==> src/rtl/core/rlr_pkg.sv <==
`timescale 1ns / 1ps

package rlr_pkg;

	localparam int SAMPLE_WIDTH = 16;
	localparam int GROUP_DEPTH  = 24;
	localparam int ADDR_WIDTH   = $clog2(GROUP_DEPTH);
	localparam int WEIGHT_WIDTH = 5;
	localparam int ACC_WIDTH    = SAMPLE_WIDTH + WEIGHT_WIDTH;
	localparam int STEP_WIDTH   = 5;
	localparam int FILL_WIDTH   = 5;
	localparam int MODE_WIDTH   = 3;
	localparam int PADDR_WIDTH  = 3;
	localparam int PDATA_WIDTH  = 32;

	localparam int RECIP_SHIFT  = ACC_WIDTH + 1;
	localparam int RECIP_WIDTH  = RECIP_SHIFT + 1;
	localparam int PROD_WIDTH   = ACC_WIDTH + RECIP_WIDTH;

	localparam int DIVISOR_3    = 3;
	localparam int DIVISOR_5    = 5;
	localparam int DIVISOR_25   = 25;

	localparam logic [RECIP_WIDTH-1:0] RECIP_1  = RECIP_WIDTH'(64'd1 << RECIP_SHIFT);
	localparam logic [RECIP_WIDTH-1:0] RECIP_3  =
		RECIP_WIDTH'((64'd1 << RECIP_SHIFT) / DIVISOR_3);
	localparam logic [RECIP_WIDTH-1:0] RECIP_5  =
		RECIP_WIDTH'((64'd1 << RECIP_SHIFT) / DIVISOR_5);
	localparam logic [RECIP_WIDTH-1:0] RECIP_25 =
		RECIP_WIDTH'((64'd1 << RECIP_SHIFT) / DIVISOR_25);

	localparam int SIZE_6_5   = 6;
	localparam int SIZE_4_3   = 4;
	localparam int SIZE_24_25 = 24;
	localparam int SIZE_4_5   = 4;

	localparam int LAST_STEP_5  = 4;
	localparam int LAST_STEP_3  = 2;
	localparam int LAST_STEP_25 = 24;

	localparam logic REG_RATIO_MODE = 1'b0;

	typedef enum logic [MODE_WIDTH-1:0] {
		MODE_6_5   = 3'd0,
		MODE_4_3   = 3'd1,
		MODE_24_25 = 3'd2,
		MODE_4_5   = 3'd3,
		MODE_PASS  = 3'd4
	} mode_t;

	typedef enum logic [1:0] {
		DIV_1,
		DIV_3,
		DIV_5,
		DIV_25
	} div_t;

	typedef enum logic [2:0] {
		ST_IDLE,
		ST_PASS,
		ST_READ,
		ST_MAC_A,
		ST_MAC_B,
		ST_DIV,
		ST_WRITE
	} state_t;

	typedef struct packed {
		logic [ADDR_WIDTH-1:0]   ia;
		logic [ADDR_WIDTH-1:0]   ib;
		logic [WEIGHT_WIDTH-1:0] wa;
		logic [WEIGHT_WIDTH-1:0] wb;
		div_t                    div;
		logic                    last;
	} step_t;

	function automatic logic is_pass(input logic [MODE_WIDTH-1:0] mode);
		logic r;
		unique case (mode) inside
			MODE_6_5, MODE_4_3, MODE_24_25, MODE_4_5: r = 1'b0;
			default: r = 1'b1;
		endcase
		return r;
	endfunction

	function automatic logic [FILL_WIDTH-1:0] group_size(input logic [MODE_WIDTH-1:0] mode);
		logic [FILL_WIDTH-1:0] r;
		unique case (mode)
			MODE_6_5:   r = FILL_WIDTH'(SIZE_6_5);
			MODE_4_3:   r = FILL_WIDTH'(SIZE_4_3);
			MODE_24_25: r = FILL_WIDTH'(SIZE_24_25);
			MODE_4_5:   r = FILL_WIDTH'(SIZE_4_5);
			default:    r = FILL_WIDTH'(1);
		endcase
		return r;
	endfunction

	function automatic logic [WEIGHT_WIDTH-1:0] div_value(input div_t div);
		logic [WEIGHT_WIDTH-1:0] r;
		unique case (div)
			DIV_3:   r = WEIGHT_WIDTH'(DIVISOR_3);
			DIV_5:   r = WEIGHT_WIDTH'(DIVISOR_5);
			DIV_25:  r = WEIGHT_WIDTH'(DIVISOR_25);
			default: r = WEIGHT_WIDTH'(1);
		endcase
		return r;
	endfunction

	function automatic logic [RECIP_WIDTH-1:0] div_recip(input div_t div);
		logic [RECIP_WIDTH-1:0] r;
		unique case (div)
			DIV_3:   r = RECIP_3;
			DIV_5:   r = RECIP_5;
			DIV_25:  r = RECIP_25;
			default: r = RECIP_1;
		endcase
		return r;
	endfunction

	function automatic step_t mix(input int ia, input int wa, input int ib, input int wb,
			input div_t div, input logic last);
		step_t s;
		s.ia   = ADDR_WIDTH'(ia);
		s.ib   = ADDR_WIDTH'(ib);
		s.wa   = WEIGHT_WIDTH'(wa);
		s.wb   = WEIGHT_WIDTH'(wb);
		s.div  = div;
		s.last = last;
		return s;
	endfunction

	// A copied sample is a mix with unit weight on one entry and a divisor of one.
	function automatic step_t step_info(input logic [MODE_WIDTH-1:0] mode,
			input logic [STEP_WIDTH-1:0] j);
		step_t s;
		int    ji;
		ji = int'(j);
		s  = mix(0, 1, 0, 0, DIV_1, 1'b0);
		unique case (mode)
			MODE_6_5: begin
				unique case (ji)
					0: s = mix(0, 1, 0, 0, DIV_1, 1'b0);
					1: s = mix(1, 4, 2, 1, DIV_5, 1'b0);
					2: s = mix(2, 3, 3, 2, DIV_5, 1'b0);
					3: s = mix(3, 2, 4, 3, DIV_5, 1'b0);
					default: s = mix(4, 1, 5, 4, DIV_5, 1'b1);
				endcase
			end
			MODE_4_3: begin
				unique case (ji)
					0: s = mix(0, 1, 0, 0, DIV_1, 1'b0);
					1: s = mix(1, 2, 2, 1, DIV_3, 1'b0);
					default: s = mix(2, 1, 3, 2, DIV_3, 1'b1);
				endcase
			end
			MODE_24_25: begin
				if (ji == 0) begin
					s = mix(0, 1, 0, 0, DIV_1, 1'b0);
				end else if (ji >= LAST_STEP_25) begin
					s = mix(SIZE_24_25 - 1, 1, 0, 0, DIV_1, 1'b1);
				end else begin
					s = mix(ji - 1, ji, ji, DIVISOR_25 - ji, DIV_25, 1'b0);
				end
			end
			default: begin
				unique case (ji)
					0: s = mix(0, 1, 0, 0, DIV_1, 1'b0);
					1: s = mix(0, 1, 1, 4, DIV_5, 1'b0);
					2: s = mix(1, 2, 2, 3, DIV_5, 1'b0);
					3: s = mix(2, 3, 3, 2, DIV_5, 1'b0);
					default: s = mix(3, 1, 0, 0, DIV_1, 1'b1);
				endcase
			end
		endcase
		return s;
	endfunction

endpackage

==> src/rtl/core/rlr_cdiv.sv <==
`timescale 1ns / 1ps

module rlr_cdiv (
	input  logic                              clk,
	input  logic                              load,
	input  logic [rlr_pkg::ACC_WIDTH-1:0]     dividend,
	input  rlr_pkg::div_t                     div,
	output logic [rlr_pkg::SAMPLE_WIDTH-1:0]  quotient
);

	logic [rlr_pkg::PROD_WIDTH-1:0]   product_s1;
	logic [rlr_pkg::ACC_WIDTH-1:0]    dividend_s1;
	rlr_pkg::div_t                    div_s1;
	logic [rlr_pkg::ACC_WIDTH-1:0]    q_est;
	logic [rlr_pkg::ACC_WIDTH-1:0]    q_back;
	logic [rlr_pkg::ACC_WIDTH-1:0]    remainder;
	logic [rlr_pkg::ACC_WIDTH-1:0]    divisor;
	logic [rlr_pkg::ACC_WIDTH-1:0]    q_fixed;

	always_ff @(posedge clk) begin
		if (load) begin
			product_s1  <= rlr_pkg::PROD_WIDTH'(dividend) *
				rlr_pkg::PROD_WIDTH'(rlr_pkg::div_recip(div));
			dividend_s1 <= dividend;
			div_s1      <= div;
		end
	end

	// The reciprocal estimate is low by at most one; a single compare fixes it.
	always_comb begin
		q_est     = product_s1[rlr_pkg::RECIP_SHIFT +: rlr_pkg::ACC_WIDTH];
		divisor   = rlr_pkg::ACC_WIDTH'(rlr_pkg::div_value(div_s1));
		q_back    = rlr_pkg::ACC_WIDTH'(q_est * divisor);
		remainder = dividend_s1 - q_back;
		q_fixed   = (remainder >= divisor) ? q_est + rlr_pkg::ACC_WIDTH'(1) : q_est;
		quotient  = q_fixed[rlr_pkg::SAMPLE_WIDTH-1:0];
	end

endmodule

==> src/rtl/core/rational_linear_resampler_unit.sv <==
`timescale 1ns / 1ps

// Rational linear resampler. Samples enter one beat at a time and are stored until
// the group for the selected ratio is complete (6, 4, 24 or 4 samples for the
// 6:5, 4:3, 24:25 and 4:5 modes); the group's 5, 3, 25 or 5 results then leave
// one by one, with last_of_group on the final one. Each result passes through the
// shared datapath in order: a store read, two multiply-accumulate steps on one
// weight multiplier, a reciprocal multiply, and a correcting compare that writes
// the output register, which waits while the output side stalls. In pass-through
// mode (ratio_mode 4 and the unused codes) a registered sample is copied to the
// output register. in_stall is high in every state but idle, that is while results
// are being produced and while a pass-through sample is forwarded; the last result
// of a group may wait in the output register while the next sample is taken.
// buffer_end on a sample that does not complete a group drops the partial group,
// and so does any write of ratio_mode.
module rational_linear_resampler_unit (
	input  logic                                clk,
	input  logic                                arst_n,

	input  logic                                psel,
	input  logic                                penable,
	input  logic                                pwrite,
	input  logic [rlr_pkg::PADDR_WIDTH-1:0]     paddr,
	input  logic [rlr_pkg::PDATA_WIDTH-1:0]     pwdata,
	output logic [rlr_pkg::PDATA_WIDTH-1:0]     prdata,
	output logic                                pready,

	input  logic                                in_valid,
	output logic                                in_stall,
	input  logic [rlr_pkg::SAMPLE_WIDTH-1:0]    in_sample,
	input  logic                                buffer_end,

	output logic                                out_valid,
	input  logic                                out_stall,
	output logic [rlr_pkg::SAMPLE_WIDTH-1:0]    out_sample,
	output logic                                last_of_group
);

	rlr_pkg::state_t                          state_q;
	rlr_pkg::state_t                          state_next;
	logic [rlr_pkg::MODE_WIDTH-1:0]           ratio_mode_q;
	logic [rlr_pkg::FILL_WIDTH-1:0]           fill_q;
	logic [rlr_pkg::STEP_WIDTH-1:0]           step_q;
	logic [rlr_pkg::SAMPLE_WIDTH-1:0]         sample_q;
	logic [rlr_pkg::SAMPLE_WIDTH-1:0]         store_q [rlr_pkg::GROUP_DEPTH];
	logic [rlr_pkg::SAMPLE_WIDTH-1:0]         rd_a_q;
	logic [rlr_pkg::SAMPLE_WIDTH-1:0]         rd_b_q;
	logic [rlr_pkg::ACC_WIDTH-1:0]            acc_q;
	logic                                     out_valid_q;
	logic [rlr_pkg::SAMPLE_WIDTH-1:0]         out_sample_q;
	logic                                     out_last_q;

	rlr_pkg::step_t                           step;
	logic                                     cfg_write;
	logic                                     in_fire;
	logic                                     mode_pass;
	logic                                     group_done;
	logic                                     slot_free;
	logic                                     out_load;
	logic                                     div_load;
	logic [rlr_pkg::WEIGHT_WIDTH-1:0]         mac_weight;
	logic [rlr_pkg::SAMPLE_WIDTH-1:0]         mac_sample;
	logic [rlr_pkg::ACC_WIDTH-1:0]            mac_product;
	logic [rlr_pkg::SAMPLE_WIDTH-1:0]         quotient;

	assign pready     = 1'b1;
	assign cfg_write  = psel && penable && pwrite && (paddr[2] == rlr_pkg::REG_RATIO_MODE);
	assign prdata     = (paddr[2] == rlr_pkg::REG_RATIO_MODE) ?
		rlr_pkg::PDATA_WIDTH'(ratio_mode_q) : '0;

	assign in_fire    = in_valid && !in_stall;
	assign mode_pass  = rlr_pkg::is_pass(ratio_mode_q);
	assign group_done = (fill_q + rlr_pkg::FILL_WIDTH'(1)) == rlr_pkg::group_size(ratio_mode_q);
	assign slot_free  = !out_valid_q || !out_stall;
	assign step       = rlr_pkg::step_info(ratio_mode_q, step_q);

	always_comb begin
		state_next = state_q;
		unique case (state_q)
			rlr_pkg::ST_IDLE: begin
				if (in_valid) begin
					if (mode_pass) begin
						state_next = rlr_pkg::ST_PASS;
					end else if (group_done) begin
						state_next = rlr_pkg::ST_READ;
					end
				end
			end
			rlr_pkg::ST_PASS: begin
				if (slot_free) begin
					state_next = rlr_pkg::ST_IDLE;
				end
			end
			rlr_pkg::ST_READ:  state_next = rlr_pkg::ST_MAC_A;
			rlr_pkg::ST_MAC_A: state_next = rlr_pkg::ST_MAC_B;
			rlr_pkg::ST_MAC_B: state_next = rlr_pkg::ST_DIV;
			rlr_pkg::ST_DIV:   state_next = rlr_pkg::ST_WRITE;
			rlr_pkg::ST_WRITE: begin
				if (slot_free) begin
					state_next = step.last ? rlr_pkg::ST_IDLE : rlr_pkg::ST_READ;
				end
			end
			default: state_next = rlr_pkg::ST_IDLE;
		endcase
	end

	always_comb begin
		in_stall = 1'b1;
		out_load = 1'b0;
		div_load = 1'b0;
		unique case (state_q)
			rlr_pkg::ST_IDLE:  in_stall = 1'b0;
			rlr_pkg::ST_PASS:  out_load = slot_free;
			rlr_pkg::ST_DIV:   div_load = 1'b1;
			rlr_pkg::ST_WRITE: out_load = slot_free;
			default: begin
			end
		endcase
	end

	always_ff @(posedge clk or negedge arst_n) begin
		if (!arst_n) begin
			state_q <= rlr_pkg::ST_IDLE;
		end else begin
			state_q <= state_next;
		end
	end

	always_ff @(posedge clk or negedge arst_n) begin
		if (!arst_n) begin
			ratio_mode_q <= rlr_pkg::MODE_PASS;
			fill_q       <= '0;
		end else if (cfg_write) begin
			ratio_mode_q <= pwdata[rlr_pkg::MODE_WIDTH-1:0];
			fill_q       <= '0;
		end else if (in_fire) begin
			if (mode_pass || group_done || buffer_end) begin
				fill_q <= '0;
			end else begin
				fill_q <= fill_q + rlr_pkg::FILL_WIDTH'(1);
			end
		end
	end

	always_ff @(posedge clk or negedge arst_n) begin
		if (!arst_n) begin
			step_q <= '0;
		end else if (in_fire) begin
			step_q <= '0;
		end else if (out_load && (state_q == rlr_pkg::ST_WRITE) && !step.last) begin
			step_q <= step_q + rlr_pkg::STEP_WIDTH'(1);
		end
	end

	always_ff @(posedge clk) begin
		if (in_fire) begin
			sample_q <= in_sample;
		end
	end

	always_ff @(posedge clk) begin
		if (in_fire && !mode_pass) begin
			store_q[fill_q[rlr_pkg::ADDR_WIDTH-1:0]] <= in_sample;
		end
		rd_a_q <= store_q[step.ia];
		rd_b_q <= store_q[step.ib];
	end

	assign mac_weight  = (state_q == rlr_pkg::ST_MAC_A) ? step.wa : step.wb;
	assign mac_sample  = (state_q == rlr_pkg::ST_MAC_A) ? rd_a_q : rd_b_q;
	assign mac_product = rlr_pkg::ACC_WIDTH'(mac_weight) * rlr_pkg::ACC_WIDTH'(mac_sample);

	always_ff @(posedge clk) begin
		if (state_q == rlr_pkg::ST_MAC_A) begin
			acc_q <= mac_product;
		end else if (state_q == rlr_pkg::ST_MAC_B) begin
			acc_q <= acc_q + mac_product;
		end
	end

	rlr_cdiv u_cdiv (
		.clk      (clk),
		.load     (div_load),
		.dividend (acc_q),
		.div      (step.div),
		.quotient (quotient)
	);

	always_ff @(posedge clk or negedge arst_n) begin
		if (!arst_n) begin
			out_valid_q <= 1'b0;
		end else if (out_load) begin
			out_valid_q <= 1'b1;
		end else if (!out_stall) begin
			out_valid_q <= 1'b0;
		end
	end

	always_ff @(posedge clk) begin
		if (out_load) begin
			if (state_q == rlr_pkg::ST_PASS) begin
				out_sample_q <= sample_q;
				out_last_q   <= 1'b1;
			end else begin
				out_sample_q <= quotient;
				out_last_q   <= step.last;
			end
		end
	end

	assign out_valid     = out_valid_q;
	assign out_sample    = out_sample_q;
	assign last_of_group = out_last_q;

`ifndef ASSERT_OFF
	a_pass_goes_out: assert property (@(posedge clk) disable iff (!arst_n)
		(in_fire && mode_pass) |=> (state_q == rlr_pkg::ST_PASS))
		else $error("pass-through beat did not reach the output state");

	a_step_in_range: assert property (@(posedge clk) disable iff (!arst_n)
		step_q <= rlr_pkg::STEP_WIDTH'(rlr_pkg::LAST_STEP_25))
		else $error("result step counter ran past the longest group");

	a_fill_in_group: assert property (@(posedge clk) disable iff (!arst_n)
		(state_q == rlr_pkg::ST_IDLE) |-> (fill_q < rlr_pkg::group_size(ratio_mode_q)))
		else $error("fill count reached the group size while idle");
`endif

endmodule

==> config.mk <==
export PLATFORM = sky130hd
export DESIGN_NAME = rational_linear_resampler_unit
export DESIGN_NICKNAME = d
export VERILOG_FILES = /design/src/rtl/core/rlr_pkg.sv /design/src/rtl/core/rlr_cdiv.sv /design/src/rtl/core/rational_linear_resampler_unit.sv
export SDC_FILE = /design/constraint.sdc
export NUM_CORES = 2
export LEC_CHECK = 0
export ABC_AREA = 1
export BUFFER_PORTS_ARGS = -buffer_cell sky130_fd_sc_hd__buf_4
export CAP_MARGIN = 20
export CORE_ASPECT_RATIO = 1.75
export CORE_UTILIZATION = 35
export DETAILED_ROUTE_END_ITERATION = 16
export PLACE_DENSITY = 0.58
export SKIP_LAST_GASP = 1
export SLEW_MARGIN = 20
export SYNTH_ARGS = -nofsm -noshare
export SYNTH_HDL_FRONTEND = slang
export SYNTH_HIERARCHICAL = 1
export SYNTH_SLANG_ARGS = --single-unit
==> constraint.sdc <==
create_clock -name clk -period 21 [get_ports clk]
set_clock_uncertainty 0.1 [all_clocks]
set_input_delay 4.2 -clock clk [delete_from_list [all_inputs] [get_ports clk]]
set_output_delay 4.2 -clock clk [all_outputs]
set_load 0.05 [all_outputs]
==> reports/metrics.yaml <==
cp_top_family: "adder cells"
use_met2_pct: 42.2
relSlewSlack_pct: 16.6
place_congestion: 0.993
use_met1_pct: 23.3
vias: 39300
worstRegToRegCells: 33
ant_nets: 0
io_pins: 111
path_common_cell: "inv_1"
areaGrowthSynthToFinish_pct: 7.97
use_met3_pct: 2.34
start_util_pct: 35.3
cap_violations: 0
holdPathEnd: "out_sample[3]"
cts.clk_slew.worst_paths_ns: 0.06
remaining_drc_errors: 0
finalMaxSlewViolations: 0
finalHoldViolCount: 0
final_cell_mix: "inv_1, nand2_1, nand3_1"
htree_levels: 2
grt_max_degree: 98
worstHoldPathCells: 2
avgRoutedWirePerCell_um: 20.7
grtUsageTotal_pct: 22.8
die_area_um2: 139000
layout.nets: 6526
ctsResizeCount: 0
hold_buffers: 0
fin_setup_tns_ns: 0
fin_crit_ns: 10.72
post-route-period-util_pct: 51.0
synthMuxAreaShare_pct: 0
timing.rr.end: "u_cdiv/product_s1[27]"
ys_ff_latch: 531
grt_pass1_wl_um: 238000
grt_setup_unrepaired: "false"
synth_simple_gate_area_share_pct: 22.1
worst_hold_slack_ns: 0.437
synth_xor_area_share_pct: 1.53
start_kind: "flip-flop"
syn-instance-count: 5803
ys_types: 57
fill_cells: 14100
synth_top_family_by_area: "adder cells"
synth-main-ff-cell: "edfxtp_1"
antenna_found_initial: 4
synth.avg_cell_area_um2: 8.29
synth_edf_count: 482
r2r_slack_ns: 10.28
clk_latency_ns: 0.68
crit_fanout: 25
synthAdderAreaFrac_pct: 25.4
layout-drive-gt1-share_pct: 5.15
core-area_um2: 136000
dr.pass1.iters: 8
viasPerCell: 5.17
cts_tree: "built"
worst-path-stages: 33
worstMarginPinSlew_ns: 1.24
hold_path_class: "reg2reg"
drtIter0Drc: 2972
finalSetupViolCount: 0
cts_root_buf: "clkbuf_16"
clock-sinks: 531
layout_commonest_cell: "inv_1"
cts_buffer_depth: 3
dp_hpwl_um: 117000
r2r_start: "step_q[0]"
finalWirelength_um: 157000
status: "completed"
cts_buffers: 53
cpPeakStageDelay_ns: 0.66
netlist_area_um2: 48100
grt_pass1_vias: 40700
worst-endpoint-arrival_ns: 11.02
synthArstFlopShare_pct: 3.20
die_y_um: 492
core.rowCount: 179
synth_compound_area_share_pct: 6.02
fp.dieW_um: 282
crit_type: "reg2reg"
overflow: 0
crit_required_ns: 21.30
cts_setup_buffers: 0
path_buf_inv: 11
hold_start: "sample_q[3]"
yosys_warnings: 6
io_buffer_count: 49
slowest_stage: "fa_1"
end_kind: "flip-flop"
busiest_layer: "met2"
fmax_mhz: 93.3
synth-seq-area-share_pct: 32.3
kinds of logic (layout without fill, tap and decap cells):
group | Yosys count | in the layout
AND/OR/NAND/NOR | 2464 | 2464
buffers and inverters | 1510 | 1465
adder cells (fa/ha/maj) | 726 | 726
flip-flops | 531 | 531
AO/OA/AOI/OAI | 486 | 486
XOR/XNOR | 84 | 84
other | 2 | 32
routing by layer:
metal	share of wire [%]	vias up
met5	0	-
met4	8.6	0
met3	5.0	524
met2	53	1469
met1	34	19000
li1	-	18300
flip-flops by register name, indices dropped and copies added (netlist names), 2 cells and up:
name                cells
acc_q                  21
fill_q                  5
out_sample             16
ratio_mode_q            3
rd_a_q                 16
rd_b_q                 16
sample_q               16
state_q                 3
step_q                  5
store_q               384
u_cdiv/div_s1           2
u_cdiv/dividend_s1     21
u_cdiv/product_s1      21
metrics by stage:
stage	util (%)	setup slack [ns]	instances	cell area, µm²
after global routing	38.1	10.03	7597	51900
after CTS	38.1	10.48	7596	51900
final	38.1	10.28	7598	51900
after floorplan	-	11.85	5831	48200
after detailed placement	36.8	10.53	7496	50100
after global placement	36.8	10.54	7496	50100
cell type report:
type	instances	area [µm²]	share of cell area (%)
Tap cell	1810	2260	4.36
Antenna cell	2	5.00	0.00963
Timing Repair Buffer	112	841	1.62
Inverter	1253	4700	9.05
Clock inverter	38	445	0.857
Multi-Input combinational cell	3790	26800	51.5
Clock buffer	62	1370	2.64
Sequential cell	531	15500	29.9
synthesized netlist by cell type (3+ instances only):
cell | count | share of area, %
inv_1 | 1232 | 9.6
nand2_1 | 1147 | 8.9
nand3_1 | 830 | 8.6
edfxtp_1 | 482 | 30
fa_1 | 419 | 17
nor2_1 | 371 | 2.9
ha_1 | 307 | 8.0
o21ai_0 | 162 | 1.7
a21oi_1 | 120 | 1.2
buf_2 | 119 | 1.2
o211ai_1 | 93 | 1.5
clkbuf_1 | 63 | 0.49
xor2_1 | 61 | 1.1
buf_4 | 47 | 0.73
nand4_1 | 41 | 0.53
o21ai_1 | 38 | 0.40
dfxtp_1 | 32 | 1.3
xnor2_1 | 23 | 0.42
buf_1 | 19 | 0.15
nor3_1 | 18 | 0.19
dfrtp_1 | 16 | 0.83
inv_2 | 16 | 0.12
a21o_1 | 11 | 0.17
a31oi_1 | 11 | 0.14
nor2_2 | 11 | 0.14
nor4_1 | 10 | 0.13
buf_6 | 9 | 0.21
nand2_2 | 9 | 0.12
o211ai_2 | 8 | 0.21
o21bai_1 | 8 | 0.12
o21a_1 | 7 | 0.11
o31ai_1 | 6 | 0.094
or2_2 | 6 | 0.078
clkinv_1 | 5 | 0.039
nand3_2 | 4 | 0.083
nor2_4 | 4 | 0.094
o2111ai_1 | 4 | 0.073
a21boi_0 | 3 | 0.047
and3_1 | 3 | 0.039
o22ai_1 | 3 | 0.039
worst max-delay path by stage:
| stage | from | end |
|---|---|---|
| detailed placement | step_q[0] | u_cdiv/product_s1[27] |
| global route | step_q[0] | u_cdiv/product_s1[27] |
| floorplan | paddr[2] | prdata[0] |
| global placement | step_q[0] | u_cdiv/product_s1[27] |
| finish | step_q[0] | u_cdiv/product_s1[27] |
| CTS | step_q[0] | u_cdiv/product_s1[27] |
worst reg2reg max path: cells and delay by family, from the launching register on:
family	cells	cell delay, ns
flip-flops	1	0.53
AND/OR/NAND/NOR	7	1.53
adder cells (fa/ha/maj)	10	4.68
buffers and inverters	11	2.09
XOR/XNOR	1	0.41
AO/OA/AOI/OAI	4	1.10
Power is left out: the tool's default activity adds up to more than one toggle a clock period on the data nets, which glitch-free logic cannot reach.
